## src/design/assert_macros.svh

```systemverilog
// Assertion macros shared by the line filter RTL.
// Depends on a clock named clk and an active-low reset named arst_n in scope.
`ifndef ASSERT_MACROS_SVH
`define ASSERT_MACROS_SVH
`ifndef ASSERT_OFF
`define ASSERT_IMPLIES(lbl, ante, cons) \
	lbl: assert property (@(posedge clk) disable iff (!arst_n) (ante) |-> (cons)) \
		else $error("assertion failed");
`define ASSERT_NEXT(lbl, ante, cons) \
	lbl: assert property (@(posedge clk) disable iff (!arst_n) (ante) |=> (cons)) \
		else $error("assertion failed");
`else
`define ASSERT_IMPLIES(lbl, ante, cons)
`define ASSERT_NEXT(lbl, ante, cons)
`endif
`endif

```

## src/design/sglf_pkg.sv

```systemverilog
// Package of the symmetric line filter: sizes, register and border codes,
// shared types and the window tap selection function. No dependencies.
`default_nettype none
package sglf_pkg;
	localparam int MAX_HALF = 7;
	localparam int WIN_DEPTH = 2 * MAX_HALF + 1;
	localparam int NUM_TAPS = MAX_HALF + 1;
	localparam int SAMPLE_W = 16;
	localparam int POS_W = 13;
	localparam logic [POS_W-1:0] POS_SAT = 13'd8191;
	localparam int PRESUM_W = SAMPLE_W + 1;
	localparam int PROD_W = PRESUM_W + SAMPLE_W;
	localparam int ACC_W = PROD_W + 3;
	localparam int QDEPTH = 4;
	localparam int QPTR_W = $clog2(QDEPTH);
	localparam int QCNT_W = QPTR_W + 1;

	localparam logic [1:0] REG_COEF_LOW = 2'd0;
	localparam logic [1:0] REG_COEF_HIGH = 2'd1;
	localparam logic [1:0] REG_HALF_WIDTH = 2'd2;
	localparam logic [1:0] REG_BORDER_MODE = 2'd3;

	localparam logic [1:0] BORDER_ZERO = 2'd0;
	localparam logic [1:0] BORDER_MIRROR = 2'd1;
	localparam logic [1:0] BORDER_COPY = 2'd2;

	typedef logic [WIN_DEPTH-1:0][SAMPLE_W-1:0] window_t;

	typedef struct packed {
		window_t win;
		logic [POS_W-1:0] pos;
		logic eol;
	} job_t;

	typedef struct packed {
		logic [NUM_TAPS-1:0][SAMPLE_W-1:0] coef;
		logic [2:0] half;
		logic mirror;
		logic copy;
	} cfg_t;

	typedef struct packed {
		logic hit;
		logic [3:0] idx;
	} tap_sel_t;

	// Maps a tap offset around the center to a window slot, applying the
	// border rule. The center sits c slots behind the newest sample, kc is
	// the center's line position limited to eight.
	function automatic tap_sel_t tap_select(input logic signed [4:0] t,
			input logic [2:0] c, input logic [3:0] kc, input logic mirror);
		logic signed [6:0] tt;
		logic signed [6:0] kk;
		logic signed [6:0] rr;
		logic signed [6:0] dd;
		tap_sel_t sel;
		tt = 7'(t);
		kk = $signed({3'b000, kc});
		rr = $signed({4'b0000, c});
		sel.hit = 1'b1;
		sel.idx = '0;
		if (tt < -kk || tt > rr) begin
			if (!mirror) begin
				sel.hit = 1'b0;
			end else if (tt < -kk) begin
				tt = -7'sd1 - kk - kk - tt;
				if (tt > rr) begin
					tt = rr;
				end
			end else begin
				tt = rr + rr + 7'sd1 - tt;
				if (tt < -kk) begin
					tt = -kk;
				end
			end
		end
		dd = rr - tt;
		if (dd < 7'sd0 || dd > 7'(WIN_DEPTH - 1)) begin
			sel.hit = 1'b0;
		end else begin
			sel.idx = dd[3:0];
		end
		return sel;
	endfunction
endpackage
`default_nettype wire

```

## src/design/sglf_front.sv

```systemverilog
// Front end of the line filter: accepts samples, keeps the sample window and
// line position, and queues a job for every sample that releases results.
// Depends on sglf_pkg.
`default_nettype none
module sglf_front import sglf_pkg::*; (
	input  wire logic clk,
	input  wire logic arst_n,
	input  wire logic in_valid,
	output logic in_stall,
	input  wire logic [SAMPLE_W-1:0] sample,
	input  wire logic end_of_line,
	input  wire cfg_t cfg,
	input  wire logic q_full,
	output logic q_push,
	output job_t q_job
);
	window_t win_q;
	logic [POS_W-1:0] pos_q;
	logic accept;
	window_t win_next;

	assign in_stall = q_full;
	assign accept = in_valid && !in_stall;
	assign win_next = {win_q[WIN_DEPTH-2:0], sample};

	assign q_push = accept && (end_of_line || pos_q >= {{(POS_W-3){1'b0}}, cfg.half});
	assign q_job.win = win_next;
	assign q_job.pos = pos_q;
	assign q_job.eol = end_of_line;

	always_ff @(posedge clk or negedge arst_n) begin
		if (!arst_n) begin
			win_q <= '0;
			pos_q <= '0;
		end else if (accept) begin
			win_q <= win_next;
			if (end_of_line) begin
				pos_q <= '0;
			end else if (pos_q != POS_SAT) begin
				pos_q <= pos_q + 1'b1;
			end
		end
	end
endmodule
`default_nettype wire

```

## config.mk

```make
export PLATFORM = sky130hd
export DESIGN_NAME = sglf_front
export DESIGN_NICKNAME = d
export VERILOG_FILES = /design/src/design/assert_macros.svh /design/src/design/sglf_pkg.sv /design/src/design/sglf_front.sv
export SDC_FILE = /design/constraint.sdc
export NUM_CORES = 1
export LEC_CHECK = 0
export BUFFER_PORTS_ARGS = -buffer_cell sky130_fd_sc_hd__buf_2
export CORE_ASPECT_RATIO = 0.7
export CORE_MARGIN = 2
export CORE_UTILIZATION = 42
export DETAILED_ROUTE_END_ITERATION = 12
export GPL_TIMING_DRIVEN = 0
export PLACE_DENSITY = 0.82
export SYNTH_ARGS = -nofsm -noshare
export SYNTH_HDL_FRONTEND = slang
export SYNTH_SLANG_ARGS = --single-unit
```

## constraint.sdc

```tcl
create_clock -name clk -period 3 [get_ports clk]
set_clock_uncertainty 0.1 [all_clocks]
set_input_delay 0.15 -clock clk [delete_from_list [all_inputs] [get_ports clk]]
set_output_delay 0.15 -clock clk [all_outputs]
set_load 0.01 [all_outputs]
```

; Yosys cells after proc, flatten, opt, wreduce, memory -nomap -nowiden
; Index checks and enable logic that the tools add are counted.
[classes]
mux = 2
n_shift = 0
eq_ne = 1
n_addsub = 1
mul = 0
bitwise = 0
n_div = 0
n_lt_le_gt_ge = 1
reduce_logical = 6
[op_table]
columns = cell, n
row1 = two-way mux 13 bit, 2
row2 = "adder 13 x 1 -> 13 bit, second input constant", 1
row3 = greater-or-equal comparator 13 x 3 -> 1 bit, 1
row4 = "!= test 13 bit, second input constant", 1
row5 = logical AND 1 bit, 2
row6 = AND reduction 2 bit, 1
row7 = nonzero test 2 bit, 1
row8 = zero test 1 bit, 1
row9 = logical OR 1 bit, 1
[totals]
inputBits = 154
word_cells = 26
ram_bits = 0
ff_bits = 237
rom_bits = 0
output_inout_bits = 256
memories = 0
latch_bits = 0

; Longest topological paths before layout
[depth]
word_depth = 3
depth_mapped = 6
mapped_depth_nobuf = 6

; Worst setup path before layout
; Ideal clock, no wire load.
[synth_timing]
kind = flip-flop to flip-flop
start = reg pos_q[0]
end = reg pos_q[9]
t_arrival_ns = 1.507
required_time_ns = 2.780
path_slack_ns = 1.273
path_buffers = 1
setup_time_ns = 0.120
stages_incl_launch_ff = 7
period_less_slack_ns = 1.727
path_cell_list = dfrtp_1 ha_1 and3_1 nand4_4 buf_6 nor4b_1 a31o_2
[synth_between]
elab_chain_cells = 3
word_cells_on_any_way = 6
classes_between = add/sub: 1 / eq/ne: 1 / mux: 2 / reduce/logical: 2
[synth_lines]
columns = element, line_no
row1 = "start, declared", sglf_front.sv:18  ; logic [POS_W-1:0] pos_q;
row2 = "start signal, assigned", sglf_front.sv:40  ; pos_q <= pos_q + 1'b1;
row3 = adder 13 x 1 -> 13 bit or != test 13 bit (tied branches), "sglf_front.sv:40, sglf_front.sv:39"
row4 = two-way mux 13 bit or nonzero test 2 bit (tied branches), --
row5 = two-way mux 13 bit or AND reduction 2 bit (tied branches), --
; Several ways; a longest one is shown, not always the timed one. The select of a mux whose other input is x is not followed.
; A chain may end at the register's enable or synchronous reset.

; Worst setup path after layout
[layout_timing]
start = reg pos_q[0]
end = out q_push
[layout_between]
elab_chain_cells = 3
[layout_lines]
columns = element, line_no
row1 = greater-or-equal comparator 13 x 3 -> 1 bit, sglf_front.sv:26  ; assign q_push = accept && (end_of_line || pos_q >= {{(POS_W-3){1'b0}}, cfg.half});
row2 = logical OR 1 bit, sglf_front.sv:26
row3 = logical AND 1 bit, sglf_front.sv:26
row4 = "end, declared", sglf_front.sv:14  ; output logic q_push,
; Every way passes these cells.

==> run metrics <==
mean post-synth cell area=8.88 µm²; Most common cell on crit path=inv_1; H-tree depth=1; #FFs+latches synth=237; clock latency at the later pin of the worst-skew pair=0.49 ns; Initial DRT Pass Iterations=5; CTS Buf Count=23; routed len/inst=16.6 µm; # diodes=0; pre-CTS WS=1.16 ns; GRT Resource Usage Total=0.234; final RePlAce weighted congestion=0.870; maximum VDD drop=0.421 mV; Crit path required time=2.75 ns; Worst-path clk slew=0.07 ns; RSZ-0062 raised after global routing=no; FMAX=0.431 GHz; post-place instance area=11200 µm²; Overflow after GRT=0; post-synth cell types=40; final core occ=0.556; maximum clock path buffer count=3; CTS Sinks=237; Setup crit end kind=output pin; Slew Viols, Final=0; Max FO, Critical Path=7; number of global-route vias before repair=7900; core area=21800 µm²; initial core utilization=0.431; Die X=183 µm; Design Area, Final=12200 µm²; setup bufs post-CTS=0; minimum clock period=2.32 ns; met2 wire length=12.7 mm; Port Buffers=278; via count=8473; Mapped Nets=1220; # hold bufs at CTS=18; worst rel slew slack=0.614; Die Y=129 µm; HP Class=in2async; Leak=7.36 nW; share of cells above drive strength 1=0.276; first-pass GRT wire length=43.5 mm; status=finished, final reports clean; DP HPWL=20.6 mm; routed wl met3=2.70 mm; Starting DRT DRC Count=554; Die Area=23700 µm²; final hold slack=0.0306 ns; slowest CP cell=dfrtp_1; CP Launch Type=flop; R2R Setup Slk=1.12 ns; synthesis-to-finish area growth=28.9%; synthesized area=9430 µm²; final WL=28.0 mm; CTS resizes=0; clock root buffer=clkbuf_16; Antenna Violating Nets Remaining=0; FILL cells=1920; highest routed layer=met4; WL met1=12.2 mm; worst path arrival time=2.07 ns; Seq/Total Area, Yosys=0.629; DRC=0; CP cell instances=inv_1, ha_1, inv_1, a21boi_0, o21ai_0, a41oi_1, buf_2; Layout Nets=1543; pin count of the biggest net entering global routing=107; IO Pins=410; # rows=45; Cells after Synth=1062; Cells after DPL=1624; setup ws final=0.678 ns; initial antenna violation count=0; max-cap check violation count=0; Final Hold Vio Count=0; final setup fails=0; Worst Setup SP=pos_q[0]; fin cells=1683; CTS tree=done; Crit Path Category=reg2out; Least-Margin Pin Slew=0.579 ns; CP max stage delay=0.44 ns; synth warn=0; Via density=5.03; Power Dens Cells=744 nW/µm²; FF-to-FF Start=pos_q[0]; crit share post-route=0.774
==> final timing paths <==
| check | end | cells after the start |
|---|---|---|
| min reg2reg | q_job[241] | 2 |
| max reg2reg | pos_q[9] | 6 |
| max | q_push | 7 |
| min | q_job[247] | 2 |
| max in group asynchronous | q_job[86] | 3 |
| min in group clk | q_job[69] | 5 |
==> cell usage after synthesis <==
master | count | share of area
inv_1 | 7 | 0.0028
nor4b_1 | 1 | 0.00093
nand3_1 | 5 | 0.0027
a31oi_1 | 3 | 0.0020
nor2b_1 | 1 | 0.00066
nand2b_1 | 2 | 0.0013
nor4_2 | 1 | 0.0013
buf_1 | 4 | 0.0016
a31o_1 | 1 | 0.00093
nand4_4 | 1 | 0.0023
a41o_1 | 1 | 0.0011
and3_2 | 1 | 0.00080
o21a_1 | 2 | 0.0016
nor3_1 | 3 | 0.0016
and3_1 | 1 | 0.00066
a22o_1 | 1 | 0.00093
a32o_1 | 1 | 0.0011
and4_1 | 1 | 0.00093
o21ai_0 | 2 | 0.0011
nor4_1 | 5 | 0.0033
or2b_1 | 1 | 0.00080
buf_2 | 37 | 0.020
nand3b_1 | 1 | 0.00080
a21boi_0 | 1 | 0.00080
and4b_2 | 1 | 0.0012
buf_4 | 18 | 0.014
and3_4 | 1 | 0.0012
a31o_2 | 5 | 0.0046
nand2_1 | 677 | 0.27
nand4_1 | 4 | 0.0027
nor2_1 | 7 | 0.0028
dfrtp_1 | 237 | 0.63
and4_4 | 2 | 0.0024
clkbuf_1 | 12 | 0.0048
buf_6 | 3 | 0.0036
a211o_2 | 1 | 0.0011
a21oi_1 | 3 | 0.0016
o31ai_4 | 1 | 0.0023
ha_1 | 4 | 0.0053
a41oi_1 | 2 | 0.0019
==> logic make-up (layout without fill, tap and decap cells) <==
group | count (synthesis) | after routing | synth area share
adders and majority gates | 4 | 4 | 0.00531
DFF | 237 | 237 | 0.629
and+or+nand+nor | 716 | 716 | 0.298
buffers and inverters | 81 | 420 | 0.0467
AOI/OAI and AO/OA | 24 | 24 | 0.0208
==> worst max-delay path, delay by kind of cell (launching register included) <==
family / cells / cell delay (ns)
buf+inv: 3 / 0.27
compound gates: 3 / 0.59
flops: 1 / 0.44
fa+ha+maj: 1 / 0.27
==> sequential cells by signal, summed over array words and instances, names as in the netlist <==
| register | flops |
|---|---|
| q_job | 224 |
| pos_q | 13 |
==> area by class of cell <==
class | count | area [µm²] | area share
timing repair buffer | 298 | 1640 | 0.135
tap | 282 | 353 | 0.0290
inverter | 7 | 26.3 | 0.00216
clock buffer | 31 | 626 | 0.0515
sequential | 237 | 5930 | 0.488
multi-input combinational | 744 | 3050 | 0.251
buffer | 74 | 414 | 0.0341
clock inverter | 10 | 113 | 0.00927
==> power breakdown <==
part / switching (mW) / internal (mW)
sequential: 0.590 / 3.79
clock: 1.22 / 1.65
combinational: 1.09 / 0.716
==> layout by cell type, fill, tap and decap left out, types with 2 or more instances in the layout <==
master         instances
nand2_1              677
buf_2                314
dfrtp_1              237
clkbuf_16             23
clkbuf_1              18
buf_4                 18
dlygate4sd3_1         18
inv_1                  7
nor2_1                 7
nor4_1                 5
nand3_1                5
a31o_2                 5
clkinv_2               5
buf_1                  4
nand4_1                4
ha_1                   4
buf_6                  3
nor3_1                 3
a31oi_1                3
a21oi_1                3
o21ai_0                2
nand2b_1               2
a41oi_1                2
and4_4                 2
o21a_1                 2
bufinv_16              2
clkbuf_8               2
buf_16                 2
==> stage by stage <==
step | power, mW | setup TNS, ns
after global placement | 6.14 | -565.09
after floorplan | 5.12 | 0
final | 9.05 | 0
after CTS | 9.11 | 0
after global routing | 9.52 | 0
after detailed placement | 6.22 | 0
==> metal layers <==
| metal | global-route usage | up-vias |
|---|---|---|
| li1 | - | 3912 |
| met1 | 0.331 | 4132 |
| met2 | 0.370 | 391 |
| met3 | 0.0587 | 38 |
| met4 | 0.0471 | 0 |
| met5 | 0 | - |
(Power assumes the default switching activity.)
