$ cat src/design/assert_macros.svh
// Assertion macros shared by the line filter RTL.
// Depends on a clock named clk and an active-low reset named arst_n in scope.
`ifndef ASSERT_MACROS_SVH
`define ASSERT_MACROS_SVH
`ifndef ASSERT_OFF
`define ASSERT_IMPLIES(lbl, ante, cons) \
	lbl: assert property (@(posedge clk) disable iff (!arst_n) (ante) |-> (cons)) \
		else $error("assertion failed");
`define ASSERT_NEXT(lbl, ante, cons) \
	lbl: assert property (@(posedge clk) disable iff (!arst_n) (ante) |=> (cons)) \
		else $error("assertion failed");
`else
`define ASSERT_IMPLIES(lbl, ante, cons)
`define ASSERT_NEXT(lbl, ante, cons)
`endif
`endif

$ cat src/design/sglf_pkg.sv
// Package of the symmetric line filter: sizes, register and border codes,
// shared types and the window tap selection function. No dependencies.
`default_nettype none
package sglf_pkg;
	localparam int MAX_HALF = 7;
	localparam int WIN_DEPTH = 2 * MAX_HALF + 1;
	localparam int NUM_TAPS = MAX_HALF + 1;
	localparam int SAMPLE_W = 16;
	localparam int POS_W = 13;
	localparam logic [POS_W-1:0] POS_SAT = 13'd8191;
	localparam int PRESUM_W = SAMPLE_W + 1;
	localparam int PROD_W = PRESUM_W + SAMPLE_W;
	localparam int ACC_W = PROD_W + 3;
	localparam int QDEPTH = 4;
	localparam int QPTR_W = $clog2(QDEPTH);
	localparam int QCNT_W = QPTR_W + 1;

	localparam logic [1:0] REG_COEF_LOW = 2'd0;
	localparam logic [1:0] REG_COEF_HIGH = 2'd1;
	localparam logic [1:0] REG_HALF_WIDTH = 2'd2;
	localparam logic [1:0] REG_BORDER_MODE = 2'd3;

	localparam logic [1:0] BORDER_ZERO = 2'd0;
	localparam logic [1:0] BORDER_MIRROR = 2'd1;
	localparam logic [1:0] BORDER_COPY = 2'd2;

	typedef logic [WIN_DEPTH-1:0][SAMPLE_W-1:0] window_t;

	typedef struct packed {
		window_t win;
		logic [POS_W-1:0] pos;
		logic eol;
	} job_t;

	typedef struct packed {
		logic [NUM_TAPS-1:0][SAMPLE_W-1:0] coef;
		logic [2:0] half;
		logic mirror;
		logic copy;
	} cfg_t;

	typedef struct packed {
		logic hit;
		logic [3:0] idx;
	} tap_sel_t;

	// Maps a tap offset around the center to a window slot, applying the
	// border rule. The center sits c slots behind the newest sample, kc is
	// the center's line position limited to eight.
	function automatic tap_sel_t tap_select(input logic signed [4:0] t,
			input logic [2:0] c, input logic [3:0] kc, input logic mirror);
		logic signed [6:0] tt;
		logic signed [6:0] kk;
		logic signed [6:0] rr;
		logic signed [6:0] dd;
		tap_sel_t sel;
		tt = 7'(t);
		kk = $signed({3'b000, kc});
		rr = $signed({4'b0000, c});
		sel.hit = 1'b1;
		sel.idx = '0;
		if (tt < -kk || tt > rr) begin
			if (!mirror) begin
				sel.hit = 1'b0;
			end else if (tt < -kk) begin
				tt = -7'sd1 - kk - kk - tt;
				if (tt > rr) begin
					tt = rr;
				end
			end else begin
				tt = rr + rr + 7'sd1 - tt;
				if (tt < -kk) begin
					tt = -kk;
				end
			end
		end
		dd = rr - tt;
		if (dd < 7'sd0 || dd > 7'(WIN_DEPTH - 1)) begin
			sel.hit = 1'b0;
		end else begin
			sel.idx = dd[3:0];
		end
		return sel;
	endfunction
endpackage
`default_nettype wire

$ cat src/design/sglf_fifo.sv
// Short job queue between the front and back ends of the line filter.
// Depends on sglf_pkg.
`default_nettype none
module sglf_fifo import sglf_pkg::*; (
	input  wire logic clk,
	input  wire logic arst_n,
	input  wire logic push,
	input  wire job_t push_job,
	input  wire logic pop,
	output job_t head_job,
	output logic full,
	output logic empty
);
	job_t mem_q [QDEPTH];
	logic [QPTR_W-1:0] wr_ptr_q;
	logic [QPTR_W-1:0] rd_ptr_q;
	logic [QCNT_W-1:0] count_q;

	assign full = (count_q == QCNT_W'(QDEPTH));
	assign empty = (count_q == '0);
	assign head_job = mem_q[rd_ptr_q];

	always_ff @(posedge clk) begin
		if (push) begin
			mem_q[wr_ptr_q] <= push_job;
		end
	end

	always_ff @(posedge clk or negedge arst_n) begin
		if (!arst_n) begin
			wr_ptr_q <= '0;
			rd_ptr_q <= '0;
			count_q <= '0;
		end else begin
			if (push) begin
				wr_ptr_q <= wr_ptr_q + 1'b1;
			end
			if (pop) begin
				rd_ptr_q <= rd_ptr_q + 1'b1;
			end
			if (push && !pop) begin
				count_q <= count_q + 1'b1;
			end else if (pop && !push) begin
				count_q <= count_q - 1'b1;
			end
		end
	end
endmodule
`default_nettype wire

$ cat config.mk
export PLATFORM = sky130hd
export DESIGN_NAME = sglf_fifo
export DESIGN_NICKNAME = d
export VERILOG_FILES = /design/src/design/assert_macros.svh /design/src/design/sglf_pkg.sv /design/src/design/sglf_fifo.sv
export SDC_FILE = /design/constraint.sdc
export NUM_CORES = 1
export LEC_CHECK = 0
export BUFFER_PORTS_ARGS = -buffer_cell sky130_fd_sc_hd__buf_2
export CORE_MARGIN = 2
export CORE_UTILIZATION = 48
export DETAILED_ROUTE_END_ITERATION = 8
export PLACE_DENSITY = 0.65
export RECOVER_POWER = 50
export SETUP_SLACK_MARGIN = 0.3
export SYNTH_ARGS = -nofsm -noshare
export SYNTH_HDL_FRONTEND = slang
export SYNTH_SLANG_ARGS = --single-unit
$ cat constraint.sdc
create_clock -name clk -period 12.3 [get_ports clk]
set_input_delay 1.845 -clock clk [delete_from_list [all_inputs] [get_ports clk]]
set_output_delay 1.845 -clock clk [all_outputs]
set_load 0.01 [all_outputs]
**Yosys cells after proc, flatten, opt, wreduce, memory -nomap -nowiden**

Memory sizes are Yosys's and may differ from the RTL's.
Cells that the tools add are included.

- Mux-type cells: 4
- Eq/ne operators: 1
- Reduce and logical (&&, ||, !) cells: 6
- $add $sub $neg: 4

Operator list:

| operator | count |
|---|---|
| $mux 3 | 2 |
| $add 2x1->2 const B | 2 |
| $add 3x1->3 const B | 1 |
| $eq 3x3->1 const B | 1 |
| $logic_not 3->1 | 1 |
| $sub 3x1->3 const B | 1 |
| $logic_and 1x1->1 | 2 |
| $logic_not 1->1 | 2 |
| $mux 1 | 2 |
| $reduce_bool 2->1 | 1 |

- Memories kept: 1
- Output and inout port bits: 256
- Register bits: 7
- Bits of input ports: 258
- Logic and storage cells: 19
- Bits in writable memories: 1,016

Memory list:

| name | depth | width | rd ports | clocked after memory_dff | write ports | line | RTL |
|---|---|---|---|---|---|---|---|
| mem_q | 4 | 254 | 1 | 0 | 1 | sglf_fifo.sv:14 | `job_t mem_q [QDEPTH];` |

**Logic depth before layout (Yosys ltp)**

Gate-level depths: netlist of the first run.

- Word-level depth: 4
- Gate-level depth with buffers: 7
- Depth with buffers taken out: 7

**Worst setup path before layout of the first run**

No wires, ideal clock.

- Path type: input port to flip-flop
- Start point: input port push
- End point: memory mem_q[1][0] (netlist bit), enable pin
- Arrival: 7.586 ns
- Required time: 11.654 ns
- Cell stages on the path: 1
- Setup slack: 4.068 ns
- Path buffers: 0
- Library setup time: 0.646 ns
- Cells stage by stage: and2_1

- Cells in the longest elaborated chain, start to end: 2

RTL lines:

| element | line | RTL |
|---|---|---|
| start: declaration | sglf_fifo.sv:7 | `input wire logic push,` |
| $mux 1 | sglf_fifo.sv:24 | `if (push) begin` |
| $mux 1 (implied by the code) | sglf_fifo.sv:25 | `mem_q[wr_ptr_q] <= push_job;` |
| end: declaration | sglf_fifo.sv:14 |  |

Every way passes these cells.

**Worst setup path after layout of the first run**

- Start point: input port push
- End point: memory mem_q[0][102] (netlist bit), enable pin

The elaborated chain is that of the path after synthesis.

==> metrics.yaml, run 1 <==
yosys-top-cells-area: "edfxtp_1, mux4_2, buf_12"
synthDominantCellAreaShare_pct: 81.9
seq_area_um2: 30700
worstSkewPairLatency_ns: 0.64
final_min_period_over_clock_period_pct: 51.9
rsz0062_at_grt: "no"
setup_violations: 0
fill_cells: 5766
cts-resized-gates: 0
multi_input_comb_area_um2: 5920
status: "finished, violations left"
post_cts.repair.setup_buffers: 0
power_density_normalized_to_cell_area_nw_per_um2: 246
max_stage_delay_cell_worst_path: "and2_0"
fin_nets: 2206
r2r_cells: 5
postCtsHoldBufs: 0
globalRouteOverflowTotal: 0
synth-adder-area-share_pct: 0.222
cell_area_after_synthesis_um2: 37300
lkg_pwr_uw: 0.0142
worst_r2r_startpoint: "wr_ptr_q[0]$_DFFE_PN0P_"
finalHoldViolations: 0
capture_instance_of_the_worst_register_to_register_path: "mem_q[0][102]$_DFFE_PP_"
clkTransAtPathRegs_ns: 0.06
ir_drop_worst_case_vdd_mv: 0.176
syn_nets: 1625
cts_htree_levels: 3
synth_seq_area_share_pct: 82.3
fraction_of_the_mapped_netlist_area_in_compound_gates_pct: 0.0134
mostFrequentLayoutCell: "edfxtp_1"
cts_inserted_buffers: 106
detailed_place_hpwl_um: 43700
worstPathMaxFanout: 65
holdCritStartpoint: "count_q[2]$_DFFE_PN0P_"
skew_ns: 0.0162
global_route_wire_length_before_repair_um: 108000
initialDrtViolationCount: 1128
final_max_slew_viol_count: 162
clock-sinks: 1023
grt_pass1_vias: 17100
initial_utilization_pct: 48.3
drt-pass1-iter-count: 6
drc_errors: 0
worstHoldEndpoint: "count_q[2]$_DFFE_PN0P_"
synth.area.mux_share_pct: 15.4
seqPwrFrac_pct: 44.5
drt-wirelength-per-cell_um: 24.0
comb_power_share_pct: 27.0
die_area_um2: 79900
synthSimpleGateAreaFrac_pct: 0.131
synth_xor_area_share_pct: 0.141
final_antenna_net_count: 0
timing.setup.critical_path_class: "in -> reg"
slew_headroom_pct: -138
timing.critical_path.required_ns: 12.56
crit_path_start_kind: "primary input"
proportion_of_power_drawn_by_the_clock_network_pct: 28.5
hold_ws_ns: 0.499
ff2ff_setup_slack_ns: 6.84
vias_per_cell: 5.36
met3_wirelength_um: 6600
tritoncts_clock_tree: "built"
synth.largest_area_cell: "edfxtp_1"
synth_top_family_by_area: "multiplexers"
stdcell_area_um2: 43700
highest_layer: "met5"
timing.critical_path.slowest_cell_delay_ns: 2.38
worstPathArrival_ns: 6.65
holdCritPathClass: "reg -> reg"
via_count_of_the_routed_design: 16400
gp_congestion: 0.748
postSynthRegisterBits: 1023
core_area_um2: 77200
grt.total_usage_pct: 18.2
synth.distinct_cells: 20
finalCriticalPeriod_ns: 6.39
ys_warn_count: 0
power_report.internal_total_uw: 7680
std_cell_rows: 102
setup_total_negative_slack_ns: 0
timing.fmax_mhz: 157
clockBufferDepth: 3
numPortBuffers: 513
holdPathStages: 1
switching_share_of_power_pct: 28.7
tightest_slew_ns: 3.57
met1Wirelength_um: 28200
post_synth.cell_area_avg_um2: 27.4
grt_max_degree: 164
worstPathCellList: "clkbuf_1 -> and2_0 -> buf_4 -> buf_4"
drt_wl_total_um: 73500
cp-end-kind: "register"
synthesis.instances: 1361
most-common-layout-cells: "edfxtp_1, clkbuf_1, buf_2, mux4_2, clkbuf_16"
max_cap_violations: 4
num_io_pins: 514
dieWidth_um: 283
net-switching-power_uw: 3090
cp_common_cell: "buf_4"
placed_area_um2: 40700
drive_gt1_share_pct: 33.4
antenna_found_initial: 19
violated_checks: "max-capacitance violations, max-slew violations"
met2_wirelength_um: 36800
cts_root_buffer: "clkbuf_16"
dieHeight_um: 283
area_growth_syn_to_layout_pct: 17.3
## area by class of cell
| class | instances | share of cell area, % |
|---|---|---|
| diodes | 5 | 0.0286 |
| flip-flops and latches | 1023 | 70.2 |
| well taps | 1040 | 2.98 |
| multi-input cells | 277 | 13.5 |
| inverters | 4 | 0.0343 |
| clock buffers | 125 | 6.23 |
| repair buffers | 530 | 5.55 |
| clock inverters | 61 | 1.44 |
## worst max-delay path by stage
stage,from,to,slack (ns)
after floorplan,push,mem_q[1][0]$_DFFE_PP_,4.07
final,push,mem_q[0][102]$_DFFE_PP_,5.91
after global placement,rd_ptr_q[0]$_DFFE_PN0P_,head_job[177],6.68
after CTS,rd_ptr_q[0]$_DFFE_PN0P_,head_job[198],6.00
after global routing,push,mem_q[0][105]$_DFFE_PP_,5.46
after detailed placement,rd_ptr_q[0]$_DFFE_PN0P_,head_job[198],6.71
## worst max-delay path: cells and delay by family
kind | cells | cell delay, ns
buf+inv | 3 | 2.17
simple gates | 1 | 2.38
## per-layer routing
metal  vias up  global-route usage [%]
met5         -                       0
met4        28                    5.55
li1       7114                       -
met1      8635                    23.3
met2       533                    29.7
met3       129                    6.05
## sequential cells by signal (all words and copies together) (netlist names)
name	flops
mem_q	1016
rd_ptr_q	2
wr_ptr_q	2
count_q	3
## cell usage after synthesis
library cell and n:
xor2_1 4, buf_2 25, nor2_1 1, clkbuf_1 3, edfxtp_1 1016, nor3b_1 1, dfrtp_1 7, buf_6 6
buf_12 22, nor3_1 1, buf_4 1, and2_1 4, inv_1 4, xnor2_1 2, mux2_2 1, o21ai_0 1
ha_1 5, nand2_1 2, mux4_2 254, fa_1 1
## per-stage QoR
stage	instances	total power, uW	setup WS (ns)	utilization [%]
floorplan	1361	6980	4.07	-
global placement	2874	7830	6.68	52.7
detailed placement	2874	7870	6.71	52.7
CTS	3060	11000	6.00	57.0
global route	3062	11300	5.46	56.6
finish	3065	10800	5.91	56.6
## power groups by stage
| stage | Sequential, uW | Combinational, uW | Clock [uW] |
|---|---|---|---|
| CTS | 4790 | 3020 | 3150 |
| global route | 4850 | 3140 | 3280 |
| floorplan | 4890 | 2090 | 0 |
| global placement | 4820 | 3010 | 0 |
| detailed placement | 4860 | 3010 | 0 |
| finish | 4790 | 2910 | 3070 |
## cell families after synthesis
logic type               Yosys count
AO/OA/AOI/OAI                      1
XOR/XNOR                           6
adder cells (fa/ha/maj)            6
buffers and inverters             61
flip-flops                      1023
multiplexers                     255
AND/OR/NAND/NOR                    9
Power figures use the tool's default switching activity.
==> run 2, diff against run 1 <==
--- a/config.mk
+++ b/config.mk
@@ -9,7 +9,7 @@
 export CORE_MARGIN = 2
 export CORE_UTILIZATION = 48
 export DETAILED_ROUTE_END_ITERATION = 8
-export PLACE_DENSITY = 0.65
+export PLACE_DENSITY = 0.67
 export RECOVER_POWER = 50
 export SETUP_SLACK_MARGIN = 0.3
 export SYNTH_ARGS = -nofsm -noshare
==> constraint.sdc (replaced) <==
create_clock -name clk -period 5.2 [get_ports clk]
set_input_delay 0.78 -clock clk [delete_from_list [all_inputs] [get_ports clk]]
set_output_delay 0.78 -clock clk [all_outputs]
set_load 0.01 [all_outputs]
==> run 2 against run 1 <==
The run still ends with max-capacitance violations, max-slew violations left; critical path depth unchanged; first-iteration DRC count rose by 14%; worst setup slack got worse by 4.7 ns; register-to-register slack worse by 5.6 ns; worst hold slack lost 0.13 ns; sequential power rose by 140%; non-clock buffer count increased by 20; clock-buffer cell count decreased by 5; clock power increased by 130%; utilization grew 0.28 points; critical endpoint is now mem_q[1][239]$_DFFE_PP_; largest cell class unchanged.
==> metrics.yaml, run 2 (synthesis gave the netlist of run 1 again) <==
slew_headroom_pct: -120  # was -138%
gp_congestion: 0.749  # was 0.748
final_antenna_net_count: 0  # unchanged
antenna_found_initial: 15  # was 19
dieHeight_um: 283  # unchanged
most-common-layout-cells: "edfxtp_1, clkbuf_1, buf_2, mux4_2, clkbuf_16"  # unchanged
drt-wirelength-per-cell_um: 24.2  # was 24.0 um
grt_pass1_vias: 17400  # was 17100
critPathBufInv: 2  # was 3
max_stage_delay_cell_worst_path: "and2_1"  # was and2_0
grt_max_degree: 96  # was 164
grt.total_usage_pct: 18.4  # was 18.2%
drt_wl_total_um: 74700  # was 73500 um
tritoncts_clock_tree: "built"  # unchanged
drc_errors: 0  # unchanged
report.power.total_uw: 25400  # was 10800 uW
worstPathArrival_ns: 4.33  # was 6.65 ns
globalRouteMet2Util_pct: 31.1  # was 29.7%
core_area_um2: 77200  # unchanged
cts_htree_levels: 3  # unchanged
numPortBuffers: 513  # unchanged
global_route_wire_length_before_repair_um: 109000  # was 108000 um
worstPathMaxFanout: 56  # was 65
power_report.internal_total_uw: 18000  # was 7680 uW
initial_utilization_pct: 48.3  # unchanged
detailed_place_hpwl_um: 46600  # was 43700 um
grt_use_met3_pct: 5.09  # was 6.05%
violated_checks: "max-capacitance violations, max-slew violations"  # unchanged
largest_register_ff_count: 1016  # unchanged
holdCritPathClass: "in -> reg"  # was reg -> reg
top_regs: "mem_q (1016), count_q (3)"  # unchanged
timing.setup.critical_path_class: "reg -> reg"  # was in -> reg
timing.critical_path.slowest_cell_delay_ns: 2.37  # was 2.38 ns
ir_drop_worst_case_vdd_mv: 0.370  # was 0.176 mV
num_io_pins: 514  # unchanged
globalRoute.busiestLayer: "met2"  # unchanged
setup_total_negative_slack_ns: 0  # unchanged
status: "finished, violations left"  # unchanged
crit_path_start_kind: "register"  # was primary input
worstPathCellList: "inv_1 -> ha_1 -> and2_1 -> buf_4"  # was clkbuf_1 -> and2_0 -> buf_4 -> buf_4
clockBufferDepth: 3  # unchanged
rsz0062_at_grt: "no"  # unchanged
die_area_um2: 79900  # unchanged
final_min_period_over_clock_period_pct: 77.0
holdPathStages: 1  # unchanged
comb_power_share_pct: 28.2  # was 27.0%
globalRouteMet1Util_pct: 22.8  # was 23.3%
worst-path-stages: 4  # unchanged
post_cts.repair.setup_buffers: 0  # unchanged
mostFrequentLayoutCell: "edfxtp_1"  # unchanged
r2r_cells: 4  # was 5
timing.fmax_mhz: 250
std_cell_rows: 102  # unchanged
largest-register: "mem_q"  # unchanged
finalCriticalPeriod_ns: 4.00
dieWidth_um: 283  # unchanged
final_max_slew_viol_count: 134  # was 162
power_density_normalized_to_cell_area_nw_per_um2: 579  # was 246 nW/um2
clkTransAtPathRegs_ns: 0.06  # about the same
cp-end-kind: "register"  # unchanged
worstSkewPairLatency_ns: 0.65  # was 0.64 ns
globalRouteOverflowTotal: 0  # unchanged
area_growth_syn_to_layout_pct: 17.9  # was 17.3%
drive_gt1_share_pct: 33.8  # was 33.4%
critPathTopFamily: "simple AND/OR/NAND/NOR gates"  # unchanged
timing.critical_path.required_ns: 5.52  # was 12.56 ns
skew_ns: 0.0362  # was 0.0162 ns
net-switching-power_uw: 7410  # was 3090 uW
vias_per_cell: 5.40  # was 5.36
initialDrtViolationCount: 1289  # was 1128
drt-pass1-iter-count: 5  # was 6
setup_violations: 0  # unchanged
seqPwrFrac_pct: 44.4  # was 44.5%
lkg_pwr_uw: 0.0143  # was 0.0142 uW
finalHoldViolations: 0  # unchanged
switching_share_of_power_pct: 29.1  # was 28.7%
fin_nets: 2221  # was 2206
clock-sinks: 1023  # unchanged
proportion_of_power_drawn_by_the_clock_network_pct: 27.4  # was 28.5%
cts_inserted_buffers: 101  # was 106
cts_root_buffer: "clkbuf_16"  # unchanged
via_count_of_the_routed_design: 16700  # was 16400
tightest_slew_ns: 3.30  # was 3.57 ns
max_cap_violations: 3  # was 4
## run 2: final timing paths
check | slack [ns] | from | to
worst max-delay path | 1.20 | wr_ptr_q[1]$_DFFE_PN0P_ | mem_q[1][239]$_DFFE_PP_
worst min-delay path | 0.37 | push_job[225] | mem_q[3][225]$_DFFE_PP_
worst max register to register | 1.20 | wr_ptr_q[1]$_DFFE_PN0P_ | mem_q[1][239]$_DFFE_PP_
worst min register to register | 0.50 | count_q[2]$_DFFE_PN0P_ | count_q[2]$_DFFE_PN0P_
max in group asynchronous | 4.29 | arst_n | rd_ptr_q[0]$_DFFE_PN0P_
min in group asynchronous | 0.59 | arst_n | count_q[1]$_DFFE_PN0P_
## run 2: area by class of cell
| type | count | area [um2] |
|---|---|---|
| Tap cell | 1040 | 1300 |
| Inverter | 4 | 15.0 |
| Fill cell | 5741 | 33300 |
| Clock inverter | 62 | 604 |
| Clock buffer | 120 | 2600 |
| Timing Repair Buffer | 550 | 2770 |
| Multi-Input combinational cell | 277 | 5920 |
| Sequential cell | 1023 | 30700 |
| Antenna cell | 11 | 27.5 |
## run 2: worst reg2reg max path: stages (launching register included)
cell and delay [ns]:
dfrtp_1 0.39, inv_1 0.09, ha_1 0.15, and2_1 2.37
buf_4 0.66
## run 2: power by group through the flow
stage          sequential (uW)  clock [uW]  combinational [uW]
6_report                 11300        6970                7160
5_1_grt                  11400        7460                7690
4_1_cts                  11300        7140                7410
3_5_place_dp             11500           0                7380
3_3_place_gp             11400           0                7370
2_1_floorplan            11300           0                4950
## run 2: stage by stage
step | instances | instance area [um2] | hold slack [ns] | util, % | worst slack (ns)
finish | 3087 | 43900 | 0.367 | 56.9 | 1.20
global route | 3081 | 43900 | 0.350 | 56.9 | 0.855
CTS | 3076 | 44200 | 0.275 | 57.3 | 1.35
detailed placement | 2893 | 41000 | 0.487 | 53.1 | 2.07
global placement | 2893 | 41000 | 0.474 | 53.1 | 2.06
floorplan | 1361 | 37300 | 0.456 | - | 0.849
## run 2: repair_timing
action / CTS / global route
resized for setup: 0 / 0
hold buffers: 1 / 0
hold endpoints to repair: 7 / 0
## run 2: layer usage
metal,wire length [um],part of all wire (%)
met2,38900,52
met3,5430,7.3
met5,103,0.14
met4,2090,2.8
met1,28200,38
==> run 3, diff against run 2 <==
==> constraint.sdc (replaced) <==
create_clock -name clk -period 3.25 [get_ports clk]
set_input_delay 0.4875 -clock clk [delete_from_list [all_inputs] [get_ports clk]]
set_output_delay 0.4875 -clock clk [all_outputs]
set_load 0.01 [all_outputs]
==> run 3 against run 2 <==
Final area up 0.59%; critical endpoint is now head_job[234]; combinational power up 69%; register-to-register slack worse by 0.82 ns; via count about the same; sequential share of layout area down 0.41 points; critical path depth unchanged; first-iteration DRC count down 13%; global-route usage up 0.36 points; worst hold slack worse by 0.29 ns; flip-flop and latch count unchanged; the flow still finishes with violations (max-capacitance violations, max-slew violations).
==> metrics.yaml, run 3 (synthesis gave the netlist of run 1 again) <==
worstSkewPairLatency_ns: 0.64  # was 0.65 ns
final_antenna_net_count: 0  # unchanged
clkTransAtPathRegs_ns: 0.06  # about the same
final_max_slew_viol_count: 51  # was 134
seq_area_um2: 30700  # unchanged
capture_instance_of_the_worst_register_to_register_path: "mem_q[2][63]$_DFFE_PP_"  # was mem_q[1][239]$_DFFE_PP_
worstPathMaxFanout: 31  # was 56
cp-end-kind: "output port"  # was register
globalRoute.busiestLayer: "met2"  # unchanged
worstHoldEndpoint: "rd_ptr_q[0]$_DFFE_PN0P_"  # was mem_q[3][225]$_DFFE_PP_
holdCritStartpoint: "pop"  # was push_job[225]
timing.critical_path.required_ns: 2.76  # was 5.52 ns
stdcell_area_um2: 44200  # was 43900 um2
grt_pass1_vias: 17800  # was 17400
setup_total_negative_slack_ns: 0  # unchanged
holdPathStages: 2  # was 1
cts_root_buffer: "clkbuf_16"  # unchanged
ir_drop_worst_case_vdd_mv: 0.731  # was 0.370 mV
largest_register_ff_count: 1016  # unchanged
drt-pass1-iter-count: 5  # unchanged
area_growth_syn_to_layout_pct: 18.6  # was 17.9%
dieHeight_um: 283  # unchanged
drive_gt1_share_pct: 34.4  # was 33.8%
initial_utilization_pct: 48.3  # unchanged
grt_use_met3_pct: 5.67  # was 5.09%
detailed_place_hpwl_um: 47600  # was 46600 um
core_area_um2: 77200  # unchanged
max_cap_violations: 2  # was 3
dieWidth_um: 283  # unchanged
drc_errors: 0  # unchanged
die_area_um2: 79900  # unchanged
clockBufferDepth: 3  # unchanged
power_density_normalized_to_cell_area_nw_per_um2: 926  # was 579 nW/um2
max_stage_delay_cell_worst_path: "mux4_2"  # was and2_1
globalRouteOverflowTotal: 0  # unchanged
fill_cells: 5731  # was 5741
tritoncts_clock_tree: "built"  # unchanged
multi_input_comb_area_um2: 5920  # unchanged
globalRouteMet1Util_pct: 23.0  # was 22.8%
antenna_found_initial: 15  # unchanged
violated_checks: "max-capacitance violations, max-slew violations"  # unchanged
worst_r2r_startpoint: "wr_ptr_q[0]$_DFFE_PN0P_"  # was wr_ptr_q[1]$_DFFE_PN0P_
via_count_of_the_routed_design: 16700  # about the same
status: "finished, violations left"  # unchanged
grt.total_usage_pct: 18.8  # was 18.4%
worstPathCellList: "clkbuf_1 -> bufbuf_16 -> mux4_2 -> buf_2"  # was inv_1 -> ha_1 -> and2_1 -> buf_4
crit_path_start_kind: "register"  # unchanged
rsz0062_at_grt: "no"  # unchanged
finalHoldViolations: 0  # unchanged
most-common-layout-cells: "edfxtp_1, clkbuf_1, buf_2, mux4_2, clkbuf_16"  # unchanged
timing.fmax_mhz: 339
grt_max_degree: 83  # was 96
largest-register: "mem_q"  # unchanged
slew_headroom_pct: -21.2  # was -120%
r2r_cells: 4  # unchanged
finalCriticalPeriod_ns: 2.95
ff2ff_setup_slack_ns: 0.38  # was 1.20 ns
initialDrtViolationCount: 1122  # was 1289
skew_ns: 0.0192  # was 0.0362 ns
report.power.total_uw: 40900  # was 25400 uW
timing.setup.critical_path_class: "reg -> out"  # was reg -> reg
drt_wl_total_um: 75500  # was 74700 um
drt-wirelength-per-cell_um: 24.3  # was 24.2 um
std_cell_rows: 102  # unchanged
fin_nets: 2245  # was 2221
vias_per_cell: 5.36  # was 5.40
top_regs: "mem_q (1016), count_q (3)"  # unchanged
final_min_period_over_clock_period_pct: 90.8
cts_inserted_buffers: 100  # was 101
num_io_pins: 514  # unchanged
placed_area_um2: 41200  # was 41000 um2
cts_htree_levels: 3  # unchanged
globalRouteMet2Util_pct: 31.5  # was 31.1%
numPortBuffers: 513  # unchanged
timing.critical_path.slowest_cell_delay_ns: 0.55  # was 2.37 ns
holdCritPathClass: "in -> reg"  # unchanged
lkg_pwr_uw: 0.0144  # was 0.0143 uW
mostFrequentLayoutCell: "edfxtp_1"  # unchanged
global_route_wire_length_before_repair_um: 110000  # was 109000 um
tightest_slew_ns: 1.82  # was 3.30 ns
worstPathArrival_ns: 2.46  # was 4.33 ns
setup_violations: 0  # unchanged
clock-sinks: 1023  # unchanged
gp_congestion: 0.778  # was 0.749
## run 3: area by class of cell
class | count | share of cell area [%]
inverter | 4 | 0.0340
timing repair buffer | 575 | 6.92
sequential | 1023 | 69.4
clock inverter | 49 | 1.04
tap | 1040 | 2.94
clock buffer | 133 | 6.15
multi-input combinational | 277 | 13.4
antenna | 10 | 0.0566
## run 3: worst max path at each step
stage / to / startpoint
4_1_cts: head_job[49] / rd_ptr_q[0]$_DFFE_PN0P_
2_1_floorplan: mem_q[2][0]$_DFFE_PP_ / wr_ptr_q[0]$_DFFE_PN0P_
5_1_grt: head_job[229] / rd_ptr_q[0]$_DFFE_PN0P_
3_3_place_gp: head_job[21] / rd_ptr_q[0]$_DFFE_PN0P_
6_report: head_job[234] / rd_ptr_q[0]$_DFFE_PN0P_
3_5_place_dp: head_job[25] / rd_ptr_q[0]$_DFFE_PN0P_
## run 3: critical path: cells and delay by family, from the launching register on
kind	cells	cell delay, ns
buffers and inverters	3	0.84
multiplexers	1	0.55
flip-flops	1	0.42
## run 3: stage by stage
| step | utilization, % | cells | worst slack (ns) | hold WS, ns |
|---|---|---|---|---|
| 3_5_place_dp | 53.3 | 2905 | 0.785 | 0.343 |
| 4_1_cts | 57.7 | 3101 | 0.343 | 0.000119 |
| 3_3_place_gp | 53.3 | 2905 | 0.779 | 0.342 |
| 6_report | 57.2 | 3111 | 0.300 | 0.0791 |
| 5_1_grt | 57.2 | 3108 | 0.157 | 0.0573 |
| 2_1_floorplan | - | 1361 | 0.416 | 0.192 |
## run 3: power by group
group          switching, uW  leakage, uW  internal (uW)
sequential               510      0.00941          17200
clock                   4680      0.00154           6370
combinational           6670      0.00347           5460
## run 3: layer usage
metal  vias up  share of wire (%)
met2       539                 52
met4        14                2.5
li1       7191                  -
met5         -               0.14
met1      8799                 37
met3       123                7.9
## run 3: timing repair
item | CTS | global route
hold buffers | 1 | 0
setup buffers | 12 | 0
resized for setup | 3 | 0
endpoints found under the hold margin | 7 | 0
setup endpoints to repair | 233 | 0
